[src/spg_pkg.sv]
`default_nettype none

package spg_pkg;

    // Field and register widths
    localparam int unsigned CNT_W       = 16;
    localparam int unsigned PRESCALE_W  = 16;
    localparam int unsigned REPEAT_W    = 8;
    localparam int unsigned TABLE_DEPTH = 32;
    localparam int unsigned SLOT_W      = $clog2(TABLE_DEPTH);
    localparam int unsigned SAMPLE_W    = 12;
    localparam int unsigned CFG_INDEX_W = 2;
    localparam int unsigned CFG_DATA_W  = 16;

    // Register reset values
    localparam logic [CNT_W-1:0]      PERIOD_RESET   = 16'd832;
    localparam logic [PRESCALE_W-1:0] PRESCALE_RESET = 16'd0;
    localparam logic [REPEAT_W-1:0]   REPEAT_RESET   = 8'd8;

    // Register indexes on the configuration port
    typedef enum logic [CFG_INDEX_W-1:0] {
        REG_PERIOD   = 2'd0,
        REG_PRESCALE = 2'd1,
        REG_REPEAT   = 2'd2
    } cfg_index_t;

    // Amplitude: floor(4*half/5) as multiply by ceil(2^20/5) and shift
    localparam int unsigned      AMP_W       = 15;
    localparam int unsigned      AMP_NUM_W   = AMP_W + 2;
    localparam int unsigned      AMP_RECIP_W = 18;
    localparam int unsigned      AMP_SHIFT   = 20;
    localparam int unsigned      AMP_PROD_W  = AMP_NUM_W + AMP_RECIP_W;
    localparam logic [AMP_RECIP_W-1:0] AMP_RECIP = 18'd209716;

    // Rounded divide by 2^12-1 of the doubled product
    localparam int unsigned DIV_SHIFT  = 12;
    localparam int unsigned PROD_W     = AMP_W + SAMPLE_W;
    localparam int unsigned NUM_W      = PROD_W + 1;
    localparam int unsigned SUM_W      = NUM_W + 1;
    localparam int unsigned EST_W      = SUM_W - DIV_SHIFT;
    localparam logic [DIV_SHIFT-1:0] DIVISOR    = 12'd4095;
    localparam logic [DIV_SHIFT-1:0] ROUND_BIAS = 12'd2047;

    // Register stages from the period register to the scaled sample
    localparam int unsigned SCALE_STAGES = 5;
    localparam int unsigned SETTLE_W     = $clog2(SCALE_STAGES + 1);

    // One cycle of sine, 12-bit unsigned
    localparam logic [SAMPLE_W-1:0] SINE_TABLE [TABLE_DEPTH] = '{
        12'd2048, 12'd2447, 12'd2831, 12'd3185, 12'd3495, 12'd3750, 12'd3939, 12'd4056,
        12'd4095, 12'd4056, 12'd3939, 12'd3750, 12'd3495, 12'd3185, 12'd2831, 12'd2447,
        12'd2048, 12'd1649, 12'd1265, 12'd911,  12'd601,  12'd346,  12'd157,  12'd40,
        12'd0,    12'd40,   12'd157,  12'd346,  12'd601,  12'd911,  12'd1265, 12'd1649
    };

    // Result word of one tick
    typedef struct packed {
        logic              pwm_level;
        logic [CNT_W-1:0]  compare_in_use;
        logic [SLOT_W-1:0] sample_slot;
        logic              update_event;
    } result_t;

endpackage

`default_nettype wire

[src/spg_scaler.sv]
`default_nettype none

module spg_scaler (
    input  wire logic                         clk,
    input  wire logic [spg_pkg::CNT_W-1:0]    period,
    input  wire logic [spg_pkg::SLOT_W-1:0]   next_sample,
    output logic      [spg_pkg::CNT_W-1:0]    scaled
);

    logic [spg_pkg::AMP_W-1:0]      half;
    logic [spg_pkg::AMP_NUM_W-1:0]  amp_num;
    logic [spg_pkg::AMP_PROD_W-1:0] amp_prod;
    logic [spg_pkg::AMP_W-1:0]      amp_reg;
    logic [spg_pkg::PROD_W-1:0]     product_next;
    logic [spg_pkg::PROD_W-1:0]     product_reg;
    logic [spg_pkg::NUM_W-1:0]      num_next;
    logic [spg_pkg::SUM_W-1:0]      sum;
    logic [spg_pkg::NUM_W-1:0]      num_reg;
    logic [spg_pkg::EST_W-1:0]      est_reg;
    logic [spg_pkg::SUM_W-1:0]      back;
    logic [spg_pkg::SUM_W-1:0]      rem;
    logic [spg_pkg::CNT_W-1:0]      quot_next;
    logic [spg_pkg::CNT_W-1:0]      quot_reg;
    logic [spg_pkg::CNT_W-1:0]      base_next;
    logic [spg_pkg::CNT_W-1:0]      base_reg;
    logic [spg_pkg::CNT_W:0]        total;
    logic [spg_pkg::CNT_W-1:0]      scaled_next;
    logic [spg_pkg::CNT_W-1:0]      scaled_reg;

    // Amplitude: 80 percent of half the period
    assign half     = period[spg_pkg::CNT_W-1:1];
    assign amp_num  = {half, 2'b00};
    assign amp_prod = spg_pkg::AMP_PROD_W'(amp_num)
                    * spg_pkg::AMP_PROD_W'(spg_pkg::AMP_RECIP);

    always_ff @(posedge clk)
    begin
        amp_reg <= amp_prod[spg_pkg::AMP_SHIFT +: spg_pkg::AMP_W];
    end

    // Multiply amplitude by the table sample
    assign product_next = spg_pkg::PROD_W'(amp_reg)
                        * spg_pkg::PROD_W'(spg_pkg::SINE_TABLE[next_sample]);

    always_ff @(posedge clk)
    begin
        product_reg <= product_next;
    end

    // Estimate the quotient by 4095 from shifted copies; it is low by at most one
    assign num_next = {product_reg, 1'b0} + spg_pkg::NUM_W'(spg_pkg::ROUND_BIAS);
    assign sum      = spg_pkg::SUM_W'(num_next)
                    + spg_pkg::SUM_W'(num_next >> spg_pkg::DIV_SHIFT)
                    + spg_pkg::SUM_W'(num_next >> (2 * spg_pkg::DIV_SHIFT));

    always_ff @(posedge clk)
    begin
        num_reg <= num_next;
        est_reg <= sum[spg_pkg::SUM_W-1:spg_pkg::DIV_SHIFT];
    end

    // Correct the estimate from the remainder, form the low end of the swing
    assign back      = {est_reg, {spg_pkg::DIV_SHIFT{1'b0}}} - spg_pkg::SUM_W'(est_reg);
    assign rem       = spg_pkg::SUM_W'(num_reg) - back;
    assign quot_next = est_reg[spg_pkg::CNT_W-1:0]
                     + spg_pkg::CNT_W'(rem >= spg_pkg::SUM_W'(spg_pkg::DIVISOR));
    assign base_next = spg_pkg::CNT_W'(half) - spg_pkg::CNT_W'(amp_reg);

    always_ff @(posedge clk)
    begin
        quot_reg <= quot_next;
        base_reg <= base_next;
    end

    // Add the offset and clamp to the period
    assign total       = (spg_pkg::CNT_W + 1)'(base_reg) + (spg_pkg::CNT_W + 1)'(quot_reg);
    assign scaled_next = (total > (spg_pkg::CNT_W + 1)'(period)) ? period
                                                                 : total[spg_pkg::CNT_W-1:0];

    always_ff @(posedge clk)
    begin
        scaled_reg <= scaled_next;
    end

    assign scaled = scaled_reg;

endmodule

`default_nettype wire

[src/spg_timer.sv]
`default_nettype none

module spg_timer (
    input  wire logic                           clk,
    input  wire logic                           rst_n,
    input  wire logic                           accept,
    input  wire logic                           tick_enable,
    input  wire logic [spg_pkg::CNT_W-1:0]      period,
    input  wire logic [spg_pkg::PRESCALE_W-1:0] prescale,
    input  wire logic [spg_pkg::REPEAT_W-1:0]   repeat_count,
    input  wire logic [spg_pkg::CNT_W-1:0]      scaled,
    output logic      [spg_pkg::SLOT_W-1:0]     next_sample,
    output spg_pkg::result_t                    result
);

    logic [spg_pkg::PRESCALE_W-1:0] presc_cnt_reg, presc_cnt_next;
    logic [spg_pkg::CNT_W-1:0]      main_cnt_reg, main_cnt_next;
    logic [spg_pkg::REPEAT_W-1:0]   repeats_reg, repeats_next;
    logic [spg_pkg::SLOT_W-1:0]     slot_reg, slot_next;
    logic [spg_pkg::CNT_W-1:0]      preload_reg, preload_next;
    logic [spg_pkg::CNT_W-1:0]      active_reg, active_next;
    logic                           step;
    logic                           overflow;
    logic                           update;

    // Advance prescaler, counter and repeat count for one accepted tick
    always_comb
    begin
        presc_cnt_next = presc_cnt_reg;
        main_cnt_next  = main_cnt_reg;
        repeats_next   = repeats_reg;
        slot_next      = slot_reg;
        preload_next   = preload_reg;
        active_next    = active_reg;
        step           = 1'b0;
        overflow       = 1'b0;
        update         = 1'b0;

        if (accept && tick_enable)
        begin
            step = (presc_cnt_reg >= prescale);
            presc_cnt_next = step ? '0 : presc_cnt_reg + 1'b1;
        end

        if (step)
        begin
            overflow = (main_cnt_reg >= period);
            main_cnt_next = overflow ? '0 : main_cnt_reg + 1'b1;
        end

        if (overflow)
        begin
            update = (repeats_reg == '0);
            repeats_next = update ? repeat_count : repeats_reg - 1'b1;
        end

        // Swap in the preloaded compare and fetch the next sample
        if (update)
        begin
            active_next  = preload_reg;
            preload_next = scaled;
            slot_next    = (slot_reg == spg_pkg::SLOT_W'(spg_pkg::TABLE_DEPTH - 1))
                         ? '0 : slot_reg + 1'b1;
        end
    end

    always_ff @(posedge clk or negedge rst_n)
    begin
        if (!rst_n)
        begin
            presc_cnt_reg <= '0;
            main_cnt_reg  <= '0;
            repeats_reg   <= spg_pkg::REPEAT_RESET;
            slot_reg      <= '0;
            preload_reg   <= '0;
            active_reg    <= '0;
        end
        else
        begin
            presc_cnt_reg <= presc_cnt_next;
            main_cnt_reg  <= main_cnt_next;
            repeats_reg   <= repeats_next;
            slot_reg      <= slot_next;
            preload_reg   <= preload_next;
            active_reg    <= active_next;
        end
    end

    // Report the state after this tick
    always_comb
    begin
        result.pwm_level      = (main_cnt_next < active_next);
        result.compare_in_use = active_next;
        result.sample_slot    = slot_next;
        result.update_event   = update;
    end

    assign next_sample = slot_reg;

endmodule

`default_nettype wire

[src/sine_pwm_generator.sv]
// Sine PWM generator: an edge-aligned up-counting PWM timer whose compare
// value steps through 32 sine samples scaled to 10..90 percent of the period.
// Input channel in_valid/in_ready carries one tick word (tick_enable); each
// accepted word produces exactly one result word on out_valid/out_ready:
// pwm_level, compare_in_use, sample_slot and update_event after that tick.
// The result sits in an output register the cycle after the tick is taken.
// Throughput is one word per cycle while the receiver keeps up and the scaler
// has settled; a new tick is taken in the same cycle the last result is taken.
// If the receiver stalls with a result held, in_ready drops and the timer
// state holds until the result is taken.
// Configuration writes (cfg_we, cfg_index, cfg_wdata) land at once; index 0 is
// period, 1 prescale, 2 repeat_count, others are dropped. The sine scaler is a
// five-stage register pipeline fed by the period, so after reset and after
// every period write in_ready stays low while it refills.
// Reset clears the prescale and main counters, the sample index and both
// compare registers, and restores period 832, prescale 0 and repeat count 8.
`default_nettype none

module sine_pwm_generator (
    input  wire logic                           clk,
    input  wire logic                           rst_n,
    input  wire logic                           in_valid,
    output logic                                in_ready,
    input  wire logic                           tick_enable,
    output logic                                out_valid,
    input  wire logic                           out_ready,
    output logic                                pwm_level,
    output logic      [spg_pkg::CNT_W-1:0]      compare_in_use,
    output logic      [spg_pkg::SLOT_W-1:0]     sample_slot,
    output logic                                update_event,
    input  wire logic                           cfg_we,
    input  wire logic [spg_pkg::CFG_INDEX_W-1:0] cfg_index,
    input  wire logic [spg_pkg::CFG_DATA_W-1:0] cfg_wdata
);

    logic [spg_pkg::CNT_W-1:0]      period_reg;
    logic [spg_pkg::PRESCALE_W-1:0] prescale_reg;
    logic [spg_pkg::REPEAT_W-1:0]   repeat_reg;
    logic [spg_pkg::SETTLE_W-1:0]   settle_reg;
    logic                           period_write;
    logic                           in_accept;
    logic                           out_valid_reg;
    spg_pkg::result_t               result_reg;
    spg_pkg::result_t               timer_result;
    logic [spg_pkg::SLOT_W-1:0]     next_sample;
    logic [spg_pkg::CNT_W-1:0]      scaled;

    // Configuration registers
    always_ff @(posedge clk or negedge rst_n)
    begin
        if (!rst_n)
        begin
            period_reg   <= spg_pkg::PERIOD_RESET;
            prescale_reg <= spg_pkg::PRESCALE_RESET;
            repeat_reg   <= spg_pkg::REPEAT_RESET;
        end
        else if (cfg_we)
        begin
            unique case (cfg_index)
                spg_pkg::REG_PERIOD:   period_reg   <= cfg_wdata[spg_pkg::CNT_W-1:0];
                spg_pkg::REG_PRESCALE: prescale_reg <= cfg_wdata[spg_pkg::PRESCALE_W-1:0];
                spg_pkg::REG_REPEAT:   repeat_reg   <= cfg_wdata[spg_pkg::REPEAT_W-1:0];
                default:               ;
            endcase
        end
    end

    assign period_write = cfg_we && (cfg_index == spg_pkg::REG_PERIOD);

    // Hold off ticks while the scaler pipeline refills
    always_ff @(posedge clk or negedge rst_n)
    begin
        if (!rst_n)
        begin
            settle_reg <= spg_pkg::SETTLE_W'(spg_pkg::SCALE_STAGES);
        end
        else if (period_write)
        begin
            settle_reg <= spg_pkg::SETTLE_W'(spg_pkg::SCALE_STAGES);
        end
        else if (settle_reg != '0)
        begin
            settle_reg <= settle_reg - 1'b1;
        end
    end

    assign in_ready  = (settle_reg == '0) && (!out_valid_reg || out_ready);
    assign in_accept = in_valid && in_ready;

    spg_scaler u_scaler (
        .clk         (clk),
        .period      (period_reg),
        .next_sample (next_sample),
        .scaled      (scaled)
    );

    spg_timer u_timer (
        .clk          (clk),
        .rst_n        (rst_n),
        .accept       (in_accept),
        .tick_enable  (tick_enable),
        .period       (period_reg),
        .prescale     (prescale_reg),
        .repeat_count (repeat_reg),
        .scaled       (scaled),
        .next_sample  (next_sample),
        .result       (timer_result)
    );

    // Output register: load on accept, drop once taken
    always_ff @(posedge clk or negedge rst_n)
    begin
        if (!rst_n)
        begin
            out_valid_reg <= 1'b0;
        end
        else if (in_accept)
        begin
            out_valid_reg <= 1'b1;
        end
        else if (out_ready)
        begin
            out_valid_reg <= 1'b0;
        end
    end

    always_ff @(posedge clk)
    begin
        if (in_accept)
        begin
            result_reg <= timer_result;
        end
    end

    assign out_valid      = out_valid_reg;
    assign pwm_level      = result_reg.pwm_level;
    assign compare_in_use = result_reg.compare_in_use;
    assign sample_slot    = result_reg.sample_slot;
    assign update_event   = result_reg.update_event;

`ifndef SYNTHESIS
    // A period write blocks ticks on the following cycle
    assert property (@(posedge clk) disable iff (!rst_n)
        period_write |=> !in_ready)
        else $error("tick taken right after a period write");

    // A high output needs a nonzero compare value
    assert property (@(posedge clk) disable iff (!rst_n)
        (out_valid && pwm_level) |-> (compare_in_use != '0))
        else $error("pwm high with zero compare value");

    // Once settled, the scaled sample never exceeds the period
    assert property (@(posedge clk) disable iff (!rst_n)
        (settle_reg == '0) |-> (scaled <= period_reg))
        else $error("scaled sample above period");
`endif

endmodule

`default_nettype wire

[config.mk]
export PLATFORM = sky130hd
export DESIGN_NAME = sine_pwm_generator
export DESIGN_NICKNAME = d
export VERILOG_FILES = /design/src/spg_pkg.sv /design/src/spg_scaler.sv /design/src/spg_timer.sv /design/src/sine_pwm_generator.sv
export SDC_FILE = /design/constraint.sdc
export NUM_CORES = 1
export LEC_CHECK = 0
export BUFFER_PORTS_ARGS = -buffer_cell sky130_fd_sc_hd__clkbuf_2
export CAP_MARGIN = 20
export CORE_AREA = 5 5 215 217
export CTS_CLUSTER_DIAMETER = 60
export CTS_CLUSTER_SIZE = 28
export DETAILED_ROUTE_END_ITERATION = 7
export DIE_AREA = 0 0 220 222
export GPL_ROUTABILITY_DRIVEN = 1
export PLACE_DENSITY = 0.8
export RECOVER_POWER = 100
export SKIP_CTS_REPAIR_TIMING = 1
export SLEW_MARGIN = 30
export SYNTH_ARGS = -nofsm -noshare
export SYNTH_HDL_FRONTEND = slang
export SYNTH_SLANG_ARGS = --single-unit
export TNS_END_PERCENT = 5
[constraint.sdc]
create_clock -name clk -period 6.3 [get_ports clk]
set_input_delay 0.315 -clock clk [delete_from_list [all_inputs] [get_ports clk]]
set_output_delay 0.315 -clock clk [all_outputs]
set_load 0.02 [all_outputs]
* Word level (Yosys, flattened, before mapping)
Memory sizes are Yosys's and may differ from the RTL's.
Cells that the tools add are included.
** Word-level totals
- Register bits after elaboration :: 279
- ROM bits :: 384
- Input port bits :: 24
- Output and inout port bits :: 25
- Logic and storage cells :: 80
- Memories kept :: 1
** Operators by class
- $add $sub $neg :: 13
- Multipliers :: 2
- Magnitude comparators :: 6
- Equality and inequality tests :: 3
- Multiplexer cells :: 17
- Bitwise operators :: 1
- Reduce and logical (&&, ||, !) cells :: 15
** Memories
- (name not given) :: depth 32, bits a word 12, read ports 1, clocked after memory_dff 0, wr ports 0, RTL line spg_scaler.sv:43 : * spg_pkg::PROD_W'(spg_pkg::SINE_TABLE[next_sample]);
** Operator list (count)
- 2-to-1 mux 16 bit :: 5
- adder 16 x 1 -> 16 bit (second input constant) :: 2
- greater-or-equal comparator 16 bit :: 2
- multiplier 15 x 16 -> 31 bit (second input constant) :: 1
- adder 28 x 16 -> 29 bit :: 1
- adder 29 x 4 -> 29 bit :: 1
- greater-or-equal comparator 29 x 12 -> 1 bit (second input constant) :: 1
- subtractor 28 x 29 -> 29 bit :: 1
- subtractor 29 x 17 -> 29 bit :: 1
- adder 28 x 11 -> 28 bit (second input constant) :: 1
- multiplier 15 x 12 -> 27 bit :: 1
- 2-to-1 mux 12 bit :: 2
- adder 16 x 16 -> 17 bit :: 1
- > comparator 17 x 16 -> 1 bit :: 1
- adder 16 x 1 -> 16 bit :: 1
- less-than comparator 16 bit :: 1
- subtractor 15 x 15 -> 16 bit :: 1
- 2-to-1 mux 5 bit :: 2
- logical NOT 8 bit :: 1
- 2-to-1 mux 8 bit :: 1
- subtractor 8 x 1 -> 8 bit (second input constant) :: 1
- greater-or-equal comparator 6 bit (second input constant) :: 1
- 2-to-1 mux 3 bit :: 2
- NOT 5 -> 6 bit :: 1
- 14 further kinds :: 24

* Logic depth before layout (Yosys ltp)
Gate-level depths: netlist of the first run.
- Depth after elaboration :: 10
- Depth in mapped cells :: 29
- Depth with buffers taken out :: 27

* Hierarchy
A second synthesis of the first run with hierarchy kept.
** Unflattened totals
- Cells, all modules :: 2650
- Area total of the unflattened synthesis :: 25099.1 um^2
** By module, submodules not included
- spg_scaler :: times used 1, cells each 2014, area each 17853.4 um^2, seq. area each 2682.6 um^2
- spg_timer :: times used 1, cells each 506, area each 4780.8 um^2, seq. area each 1928.1 um^2
- sine_pwm_generator :: times used 1, cells each 130, area each 2464.9 um^2, seq. area each 1799.2 um^2

* Worst setup path after synthesis of the first run
OpenSTA, ideal clock, no wires.
- Path type :: reg-to-reg
- Start :: register u_timer.slot_reg (netlist bit u_timer.next_sample[0])
- End :: register u_scaler.product_reg[25] in the netlist's numbering
- Setup time :: 0.122 ns
- Arrival time :: 6.445 ns
- Required time :: 6.178 ns
- Setup slack :: -0.267 ns
- Cell stages (with the launch flop) :: 27
- Path buffers :: 2
- Period minus slack after synthesis :: 6.567 ns
- Path through :: dfrtp_1 clkbuf_1 inv_1 ha_1 nor2_1 a211oi_1 o21ai_0 o21ai_0 clkbuf_1 nand2_1 fa_1 fa_1 fa_1 inv_1 fa_1 inv_1 fa_1 inv_1 ha_1 nor2_1 a21oi_1 nand4_1 a31oi_1 o211ai_1 a31oi_1 nor4_1 a311o_1
** Between the ends
- Longest elaborated chain between the ends :: 5
** RTL lines
- start, declared :: RTL line spg_timer.sv:19 : logic [spg_pkg::SLOT_W-1:0] slot_reg, slot_next;
- start signal, assigned :: RTL line spg_timer.sv:83 : slot_reg <= slot_next;
- NOT 5 -> 6 bit (not written as such) :: RTL line spg_scaler.sv:43
- memory (32 x 12 bit)
- 2-to-1 mux 12 bit (not written as such) (2 in a row) :: RTL line spg_scaler.sv:43
- multiplier 15 x 12 -> 27 bit :: RTL line spg_scaler.sv:43
- named net u_scaler.product_next, one bit :: RTL line spg_scaler.sv:14 : logic [spg_pkg::PROD_W-1:0] product_next;
- end signal, assigned :: RTL line spg_scaler.sv:47 : product_reg <= product_next;
- end, declared :: RTL line spg_scaler.sv:15 : logic [spg_pkg::PROD_W-1:0] product_reg;
The timed path passes the listed nets, and every way through them passes these cells. The select of a mux whose other input is x is not followed.
A chain may end at the register's enable or synchronous reset.

* Worst setup path in the final report of the first run
- Start :: register u_timer.slot_reg (netlist bit u_timer.next_sample[0])
- End :: register u_scaler.product_reg[26] in the netlist's numbering
The elaborated chain is that of the path after synthesis.

==> results of run 1 <==
## cells by family after synthesis
family                   share of synthesized area, %
buffers and inverters                            7.37
multiplexers                                     4.66
adder cells (fa/ha/maj)                          33.6
XOR/XNOR                                         4.40
AND/OR/NAND/NOR                                  13.7
AO/OA/AOI/OAI                                    11.2
flip-flops                                       25.0
## routing by layer
layer | track usage (%) | up-vias | wire length [µm]
li1 | - | 9536 | -
met1 | 36.8 | 9958 | 28400
met2 | 43.6 | 774 | 31200
met3 | 3.35 | 193 | 3990
met4 | 9.42 | 0 | 2650
met5 | 0 | - | 0
## worst paths after layout
path,cells past startpoint,start,endpoint
setup / recovery,25,u_timer.next_sample[0],u_scaler.product_reg[26]
hold / removal,3,cfg_wdata[8],period_reg[8]
setup reg to reg,25,u_timer.next_sample[0],u_scaler.product_reg[26]
hold reg to reg,1,u_scaler.scaled[14],u_timer.preload_reg[14]
max in group asynchronous,3,rst_n,u_timer.next_sample[0]
min in group asynchronous,2,rst_n,settle_reg[1]
## layout make-up
| cell class | count | area [µm²] | share of cell area [%] |
|---|---|---|---|
| Sequential cell | 278 | 6410 | 22.4 |
| Multi-Input combinational cell | 1947 | 17800 | 62.0 |
| Tap cell | 592 | 741 | 2.58 |
| Timing Repair Buffer | 183 | 1280 | 4.47 |
| Clock buffer | 26 | 607 | 2.12 |
| Inverter | 433 | 1630 | 5.70 |
| Clock inverter | 16 | 231 | 0.808 |
## worst max-delay path, stage by stage, from the launching register on
cell	delay, ns
dfrtp_2	0.51
ha_4	0.21
buf_4	0.15
ha_1	0.17
o31ai_1	0.21
buf_4	0.16
o21ai_1	0.05
buf_4	0.17
buf_4	0.15
and2_1	0.17
fa_1	0.46
ha_1	0.24
fa_1	0.54
inv_1	0.05
fa_1	0.46
fa_1	0.55
inv_1	0.07
ha_4	0.25
a211oi_1	0.28
a21oi_1	0.16
a41oi_2	0.29
a211oi_2	0.13
nor2_2	0.15
o211ai_1	0.14
a2111o_1	0.43
o211ai_1	0.09
## per-stage QoR
step	cell area (µm²)	setup TNS (ns)	cells	hold WS [ns]
after CTS	28000	-2.76	3451	-0.108
after global placement	27200	-0.472	3409	0.435
after detailed placement	27200	-2.29	3409	0.436
after floorplan	25600	-0.0233	2725	0.0194
after global routing	28700	-1.18	3475	0.0197
final	28700	-0.0242	3475	0.00670
## cells in the final DEF (no fill, tap or decap), types with 15 or more instances in the layout
master / instances
a211oi_1: 21
a21o_1: 46
a21oi_1: 117
and2_1: 67
and3_1: 25
buf_4: 111
buf_6: 17
clkbuf_1: 32
clkbuf_16: 23
clkbuf_2: 22
dfrtp_1: 112
dfxtp_1: 134
edfxtp_1: 23
fa_1: 190
ha_1: 351
ha_4: 15
inv_1: 413
inv_2: 17
mux2_1: 17
mux2_2: 64
mux2i_1: 26
nand2_1: 215
nand2b_1: 23
nand3_1: 54
nand4_1: 40
nor2_1: 114
nor2b_1: 17
nor3_1: 34
nor4_1: 16
o211ai_1: 20
o21ai_0: 81
o31ai_1: 20
or3_1: 17
xnor2_1: 80
xor2_1: 47
==> impl_metrics.csv, run 1 <==
group,metric,value,unit
timing,finalHoldViolCount,0,
global_routing,grt_pass1_wl,107,mm
synth,synth_edf_count,23,
timing,final_max_slew_viol_count,69,
global_routing,overflow,0,
timing,setup_viol,2,
timing,tightest_slew,3.66,ns
synth,syn_nets,3318,
worst_setup_path,worst_ep_required_time,6.76,ns
routing,routed_via_density,5.89,
synth,synth_largest_area_cell,"ha_1",
cells_and_area,drive_gt1_share,13.0,%
synth,syn-cell-area,0.0256,mm²
routing,dr.pass1.iters,6,
synth,synth_flop_cell,"dfxtp_1",
global_routing,grt_pass1_vias,20600,
cells_and_area,nets,3459,
synth,yosys-top-cells-count,"432 x inv_1, 369 x ha_1, 228 x nand2_1",
clock_network,htreeDepth,1,
flow_run,cap_violations,1,
synth,ys_seq_area_share,25.0,%
worst_setup_path,crit_fanout,7,
synth,synthCells,2725,
synth,synth_most_common_cell,"inv_1",
routing,drt.antenna.violating_nets,0,
routing,drt_iter0_markers,1765,
worst_setup_path,worstSetupPathType,"flip-flop to flip-flop",
floorplan,core,0.0439,mm²
routing,vias,20500,
cells_and_area,fill_cells,3419,
placement,gp_congestion,0.956,
status,status,"finished with violations",
clock_network,cts_max_path_buffers,3,
placement,dp_hpwl,52.6,mm
clock_network,clkLatencyLatePin,0.56,ns
worst_setup_path,crit_path_start_kind,"flip-flop",
timing,fin_ws,-0.0225,ns
floorplan,die_area,0.0488,mm²
clock_network,clkTransAtPathRegs,0.09,ns
cells_and_area,final_util,65.2,%
synth,syn_area_per_cell,9.40,µm²
floorplan,initial_core_util,58.3,%
timing,fin_skew,0.0311,ns
timing,max_freq,158,MHz
timing,rsz0062_at_grt,"yes",
clock_network,cts_sinks,278,
timing,finalCritPeriodShare,100,%
floorplan,die_h,222,µm
global_routing,antenna_found_initial,1,
synth,synth_top_area_share,18.0,%
timing,slew_headroom,-144,%
global_routing,grt_max_degree,69,
clock_network,tritoncts,"built",
floorplan,boundaryPins,49,
placement,place_worst_setup_slack,-0.541,ns
status,violations,"capacitance limit, slew limit, setup timing",
synth,ys_async_sr_fraction,43.5,%
synth,synth-seq-cells,278,
cells_and_area,antennaDiodeCount,0,
routing,drt_wl_total,66.2,mm
clock_network,cts-root-buf,"clkbuf_16",
worst_setup_path,regToRegSetupSlack,-0.02,ns
timing,period_needed,6.32,ns
global_routing,grtUsageTotal,26.7,%
worst_setup_path,endpoint_kind,"flip-flop",
synth,yosys_warnings,0,
synth,yosys-top-cells-area,"ha_1 18%, fa_1 16%, dfrtp_1 11%, dfxtp_1 10%, inv_1 6.3%",
worst_setup_path,arrival,6.78,ns
hold_path,min_path_type,"input port to flip-flop",
synth,yosysUniqueCellTypes,86,
clock_network,numCtsBuffers,23,
floorplan,num_rows,77,
floorplan,die-width,220,µm
routing,post-route-drc-count,0,
placement,port_buffers,48,
routing,routedWlPerCell,19.1,µm
cells_and_area,syn_to_final_growth,11.8,%
Power of run 1 is not shown: default switching activity piles up to over one toggle a cycle in this logic, so the estimate is an artifact.
==> run 2, diff against run 1 <==
- REMOVE_ABC_BUFFERS: unset -> 1
- SLEW_MARGIN: 30 -> 10
==> run 2 against run 1 <==
Net effect: the flow finishes with violations (hold timing, capacitance limit, slew limit); clock-buffer cell count shrank 2; non-clock buffer count down 40; via count down 1.4%; utilization decreased by 1.1 points; maximum frequency is 1.7% higher; sequential cell count did not move; worst setup slack improved by 0.10 ns; die area did not move; wire length decreased by 3.5%; clock skew decreased by 0.0058 ns; critical path type unchanged; critical endpoint is now u_scaler.product_reg[25]; highest routed layer unchanged.
==> impl_metrics.csv, run 2 (same netlist as run 1, synthesis figures left out) <==
group,metric,value,unit
status,status,"finished with violations",
status,violations,"hold timing, capacitance limit, slew limit",
cells_and_area,drive_gt1_share,10.1,%
worst_setup_path,cp_common_cell,"fa_1",
routing,drt.antenna.violating_nets,0,
cells_and_area,syn_to_final_growth,9.89,%
worst_setup_path,arrival,6.66,ns
clock_network,clkLatencyLatePin,0.57,ns
routing,vias,20200,
cells_and_area,antennaDiodeCount,0,
clock_network,cts-root-buf,"clkbuf_16",
placement,port_buffers,48,
timing,tightest_slew,3.56,ns
timing,final_max_slew_viol_count,123,
routing,drt_wl_total,63.9,mm
clock_network,tritoncts,"built",
floorplan,die-width,220,µm
timing,period_needed,6.22,ns
floorplan,die_h,222,µm
cells_and_area,multi_input_area,0.0177,mm²
floorplan,num_rows,77,
timing,slew_headroom,-137,%
clock_network,numCtsBuffers,23,
flow_run,cap_violations,3,
floorplan,boundaryPins,49,
worst_setup_path,worst_ep_required_time,6.74,ns
worst_setup_path,worstSetupPathType,"flip-flop to flip-flop",
worst_setup_path,critical-path-max-stage-delay,0.56,ns
global_routing,antenna_found_initial,0,
placement,dp_hpwl,50.4,mm
clock_network,cts_sinks,278,
cells_and_area,mostFrequentLayoutCell,"inv_1",
hold_path,min_path_type,"input port to flip-flop",
timing,setup_viol,0,
worst_setup_path,path_cells,"inv_2, buf_6, ha_4, mux4_2, o21ai_1, buf_4, nand2_2, fa_2, fa_1, fa_1, inv_1, fa_1, inv_1, fa_1, inv_2, ha_4, nor4_2, o21ai_1, nand4_1, a31oi_4, o211ai_1, a31oi_2, buf_4, a311o_1",
cells_and_area,fill_cells,3521,
routing,drt_iter0_markers,1686,
timing,fin_skew,0.0253,ns
clock_network,clkTransAtPathRegs,0.08,ns
global_routing,grt_pass1_wl,104,mm
timing,finalHoldViolCount,2,
floorplan,core,0.0439,mm²
timing,max_freq,161,MHz
floorplan,initial_core_util,58.3,%
cells_and_area,seqCellArea,0.00641,mm²
worst_setup_path,endpoint_kind,"flip-flop",
worst_setup_path,crit_fanout,8,
worst_setup_path,crit_path_start_kind,"flip-flop",
cells_and_area,nets,3419,
worst_setup_path,critical_path.slowest_cell,"fa_2",
timing,whs,-0.0343,ns
clock_network,htreeDepth,1,
floorplan,die_area,0.0488,mm²
routing,post-route-drc-count,0,
routing,routedWlPerCell,18.6,µm
clock_network,cts_max_path_buffers,3,
cells_and_area,final_cell_mix,"424 x inv_1, 352 x ha_1, 224 x nand2_1",
timing,finalCritPeriodShare,98.7,%
global_routing,grt_pass1_vias,20800,
cells_and_area,final_util,64.1,%
routing,dr.pass1.iters,5,
routing,routed_via_density,5.87,
placement,gp_congestion,0.958,
global_routing,overflow,0,
global_routing,grtUsageTotal,25.8,%
global_routing,grt_max_degree,63,
==> run 2: cell count changes in the layout (fill, tap and decap cells not counted), moves of 4 or more <==
cell	before	now
buf_4	111	79
mux2_1	17	33
inv_2	17	9
clkbuf_1	32	37
nand2_4	5	0
nand2_1	215	224
buf_6	17	4
inv_1	413	424
nand2_2	8	4
mux2_2	64	48
==> run 2: area by class of cell <==
cell class	count	area share, %
Clock buffer	24	2.06
Sequential cell	278	22.8
Multi-Input combinational cell	1947	62.7
Clock inverter	18	0.826
Inverter	433	5.77
Timing Repair Buffer	143	3.26
Tap cell	592	2.63
==> run 2: path summary, 6_finish.rpt <==
check	cells after the start	slack [ns]	from	end
max in group asynchronous	3	1.91	rst_n	u_timer.preload_reg[12]
worst max register to register	24	0.08	u_timer.next_sample[1]	u_scaler.product_reg[25]
worst min-delay path	3	-0.03	cfg_wdata[8]	period_reg[8]
worst min register to register	1	0.45	u_scaler.scaled[9]	u_timer.preload_reg[9]
min in group asynchronous	2	1.51	rst_n	settle_reg[1]
worst max-delay path	24	0.08	u_timer.next_sample[1]	u_scaler.product_reg[25]
==> run 2: worst max-delay path: cells and delay by family (launching register included) <==
family          cells  cell delay (ns)
compound gates      6             1.10
fa+ha+maj           7             2.85
buf+inv             7             0.74
flops               1             0.41
mux                 1             0.47
simple gates        3             0.54
==> run 2: stage by stage <==
stage / cell area (µm²) / hold WS (ns) / setup WS [ns] / TNS [ns] / cells
2_1_floorplan: 25400 / 0.0194 / -0.481 / -2.34 / 2658
3_3_place_gp: 26900 / 0.435 / 0.0281 / 0 / 3373
3_5_place_dp: 26900 / 0.434 / -0.200 / -0.364 / 3373
4_1_cts: 27800 / -0.147 / -0.233 / -0.544 / 3415
5_1_grt: 28200 / 0.00922 / -0.200 / -0.463 / 3435
6_report: 28200 / -0.0343 / 0.0811 / 0 / 3435
==> run 2: routing by layer <==
layer  vias up  part of all wire, %  global-route usage [%]
li1       9442                    -                       -
met1      9834                   42                    34.4
met2       713                   47                    42.5
met3       179                  6.8                    4.45
met4         0                  4.1                    9.36
met5         -                    0                       0
Power of run 2 is left out for the same reason.
==> run 3, diff against run 2 <==
- clock period: 6.3 -> 5.2 ns (I/O delays scaled with it)
==> run 3 against run 2 <==
Net effect: final cell count rose by 4.5%; sequential cell count did not move; register-to-register slack got worse by 0.97 ns; wire length rose by 3.4%; largest cell class unchanged; the flow finishes with violations (hold timing, capacitance limit, slew limit, setup timing); maximum frequency rose by 2.2%; critical path type unchanged; clock skew rose by 0.00062 ns; global-route usage rose by 0.68 points; final area rose by 6.1%.
==> impl_metrics.csv, run 3 (same netlist as run 1, synthesis figures left out) <==
group,metric,value,unit
global_routing,grt_max_degree,68,
worst_setup_path,worstSetupPathType,"flip-flop to flip-flop",
worst_setup_path,cp_common_cell,"fa_1",
cells_and_area,mostFrequentLayoutCell,"inv_1",
cells_and_area,seqCellArea,0.00641,mm²
routing,dr.pass1.iters,6,
status,status,"finished with violations",
timing,final_max_slew_viol_count,149,
placement,gp_congestion,0.935,
cells_and_area,multi_input_area,0.0180,mm²
timing,rsz0062_at_grt,"yes",
cells_and_area,drive_gt1_share,17.3,%
hold_path,hold_end,"period_reg[6]",
floorplan,die-width,220,µm
worst_setup_path,crit_path_start_kind,"flip-flop",
routing,vias,20800,
global_routing,grt_pass1_vias,21500,
clock_network,clkLatencyLatePin,0.57,ns
clock_network,tritoncts,"built",
floorplan,num_rows,77,
routing,drt.antenna.violating_nets,0,
cells_and_area,antennaDiodeCount,0,
routing,routed_via_density,5.81,
worst_setup_path,timing.rr.end,"u_scaler.product_reg[25]",
flow_run,cap_violations,3,
timing,fin_skew,0.0259,ns
clock_network,numCtsBuffers,26,
timing,slew_headroom,-105,%
clock_network,clkTransAtPathRegs,0.08,ns
worst_setup_path,endpoint_kind,"flip-flop",
placement,dp.cells,3519,
status,violations,"hold timing, capacitance limit, slew limit, setup timing",
cells_and_area,final_cell_mix,"414 x inv_1, 343 x ha_1, 213 x nand2_1",
global_routing,antenna_found_initial,1,
worst_setup_path,critical-path-max-stage-delay,0.56,ns
worst_setup_path,arrival,6.53,ns
hold_path,hold_start,"cfg_wdata[6]",
worst_setup_path,rr_startpoint,"u_timer.next_sample[1]",
cells_and_area,nets,3571,
clock_network,cts-root-buf,"clkbuf_16",
routing,routedWlPerCell,18.4,µm
placement,place_worst_setup_slack,-1.25,ns
routing,drt_iter0_markers,1393,
global_routing,grtUsageTotal,26.5,%
timing,whs,-0.0126,ns
routing,drt_wl_total,66.1,mm
timing,finalCritPeriodShare,117,%
global_routing,grt_pass1_wl,107,mm
timing,tightest_slew,3.07,ns
cells_and_area,finalNonFillerCells,3590,
hold_path,min_path_type,"input port to flip-flop",
timing,finalHoldViolCount,1,
worst_setup_path,regToRegSetupSlack,-0.88,ns
worst_setup_path,critical_path.slowest_cell,"fa_1",
cells_and_area,fill_cells,3255,
routing,post-route-drc-count,0,
floorplan,die_area,0.0488,mm²
placement,dp_hpwl,52.4,mm
worst_setup_path,path_cells,"inv_4, ha_1, mux4_2, o21ai_2, buf_6, nand2_1, fa_1, fa_1, fa_1, inv_2, fa_1, inv_1, fa_1, inv_2, ha_4, nor2_1, a21oi_2, nand4_1, a31oi_2, o211ai_1, a31oi_2, nor4_2, a311o_1",
global_routing,overflow,0,
timing,setup_viol,29,
hold_path,hold-path-cell-count,3,
clock_network,cts_sinks,278,
worst_setup_path,worst_ep_required_time,5.65,ns
floorplan,boundaryPins,49,
placement,port_buffers,48,
cells_and_area,syn_to_final_growth,16.5,%
worst_setup_path,reg2reg_depth,23,
timing,period_needed,6.08,ns
floorplan,core,0.0439,mm²
timing,max_freq,164,MHz
worst_setup_path,crit_fanout,7,
clock_network,cts_max_path_buffers,3,
floorplan,die_h,222,µm
floorplan,initial_core_util,58.3,%
clock_network,htreeDepth,1,
timing,fin_ws,-0.885,ns
[run 3: through the flow]
stage          TNS [ns]  area, µm²  util (%)
3_3_place_gp     -14.62      28000      63.8
6_report         -10.20      29900      68.0
4_1_cts          -19.64      29000      66.0
3_5_place_dp     -18.35      28000      63.8
5_1_grt          -17.76      29900      68.0
2_1_floorplan    -21.08      25400         -
[run 3: critical path, delay by kind of cell, from the launching register on]
| family | cells | cell delay [ns] |
|---|---|---|
| DFF | 1 | 0.46 |
| muxes | 1 | 0.50 |
| AOI/OAI and AO/OA | 6 | 1.25 |
| and+or+nand+nor | 4 | 0.38 |
| adders and majority gates | 7 | 3.00 |
| buffers and inverters | 5 | 0.36 |
[run 3: layout make-up]
| cell class | count | area share, % |
|---|---|---|
| inverters | 433 | 5.47 |
| clock buffers | 26 | 2.18 |
| repair buffers | 292 | 7.18 |
| multi-input cells | 1947 | 60.2 |
| clock inverters | 22 | 1.06 |
| flip-flops and latches | 278 | 21.5 |
| well taps | 592 | 2.48 |
[run 3: how the worst max path moves through the flow]
stage                           start                        to  slack (ns)  cells past startpoint
6_report       u_timer.next_sample[1]  u_scaler.product_reg[25]       -0.88                     23
5_1_grt        u_timer.next_sample[1]  u_scaler.product_reg[25]       -1.12                     23
4_1_cts        u_timer.next_sample[1]  u_scaler.product_reg[26]       -1.29                     25
3_5_place_dp   u_timer.next_sample[0]  u_scaler.product_reg[26]       -1.25                     25
3_3_place_gp   u_timer.next_sample[0]  u_scaler.product_reg[26]       -1.07                     25
2_1_floorplan  u_timer.next_sample[1]  u_scaler.product_reg[25]       -1.58                     22
[run 3: per-layer routing]
metal | wire [µm] | vias to the layer above | global-route usage (%)
met2 | 32200 | 695 | 45.1
met1 | 27700 | 10200 | 35.0
li1 | - | 9751 | -
met4 | 2120 | 2 | 7.67
met5 | 13 | - | 0
met3 | 4060 | 165 | 4.22
Power of run 3 is left out for the same reason.
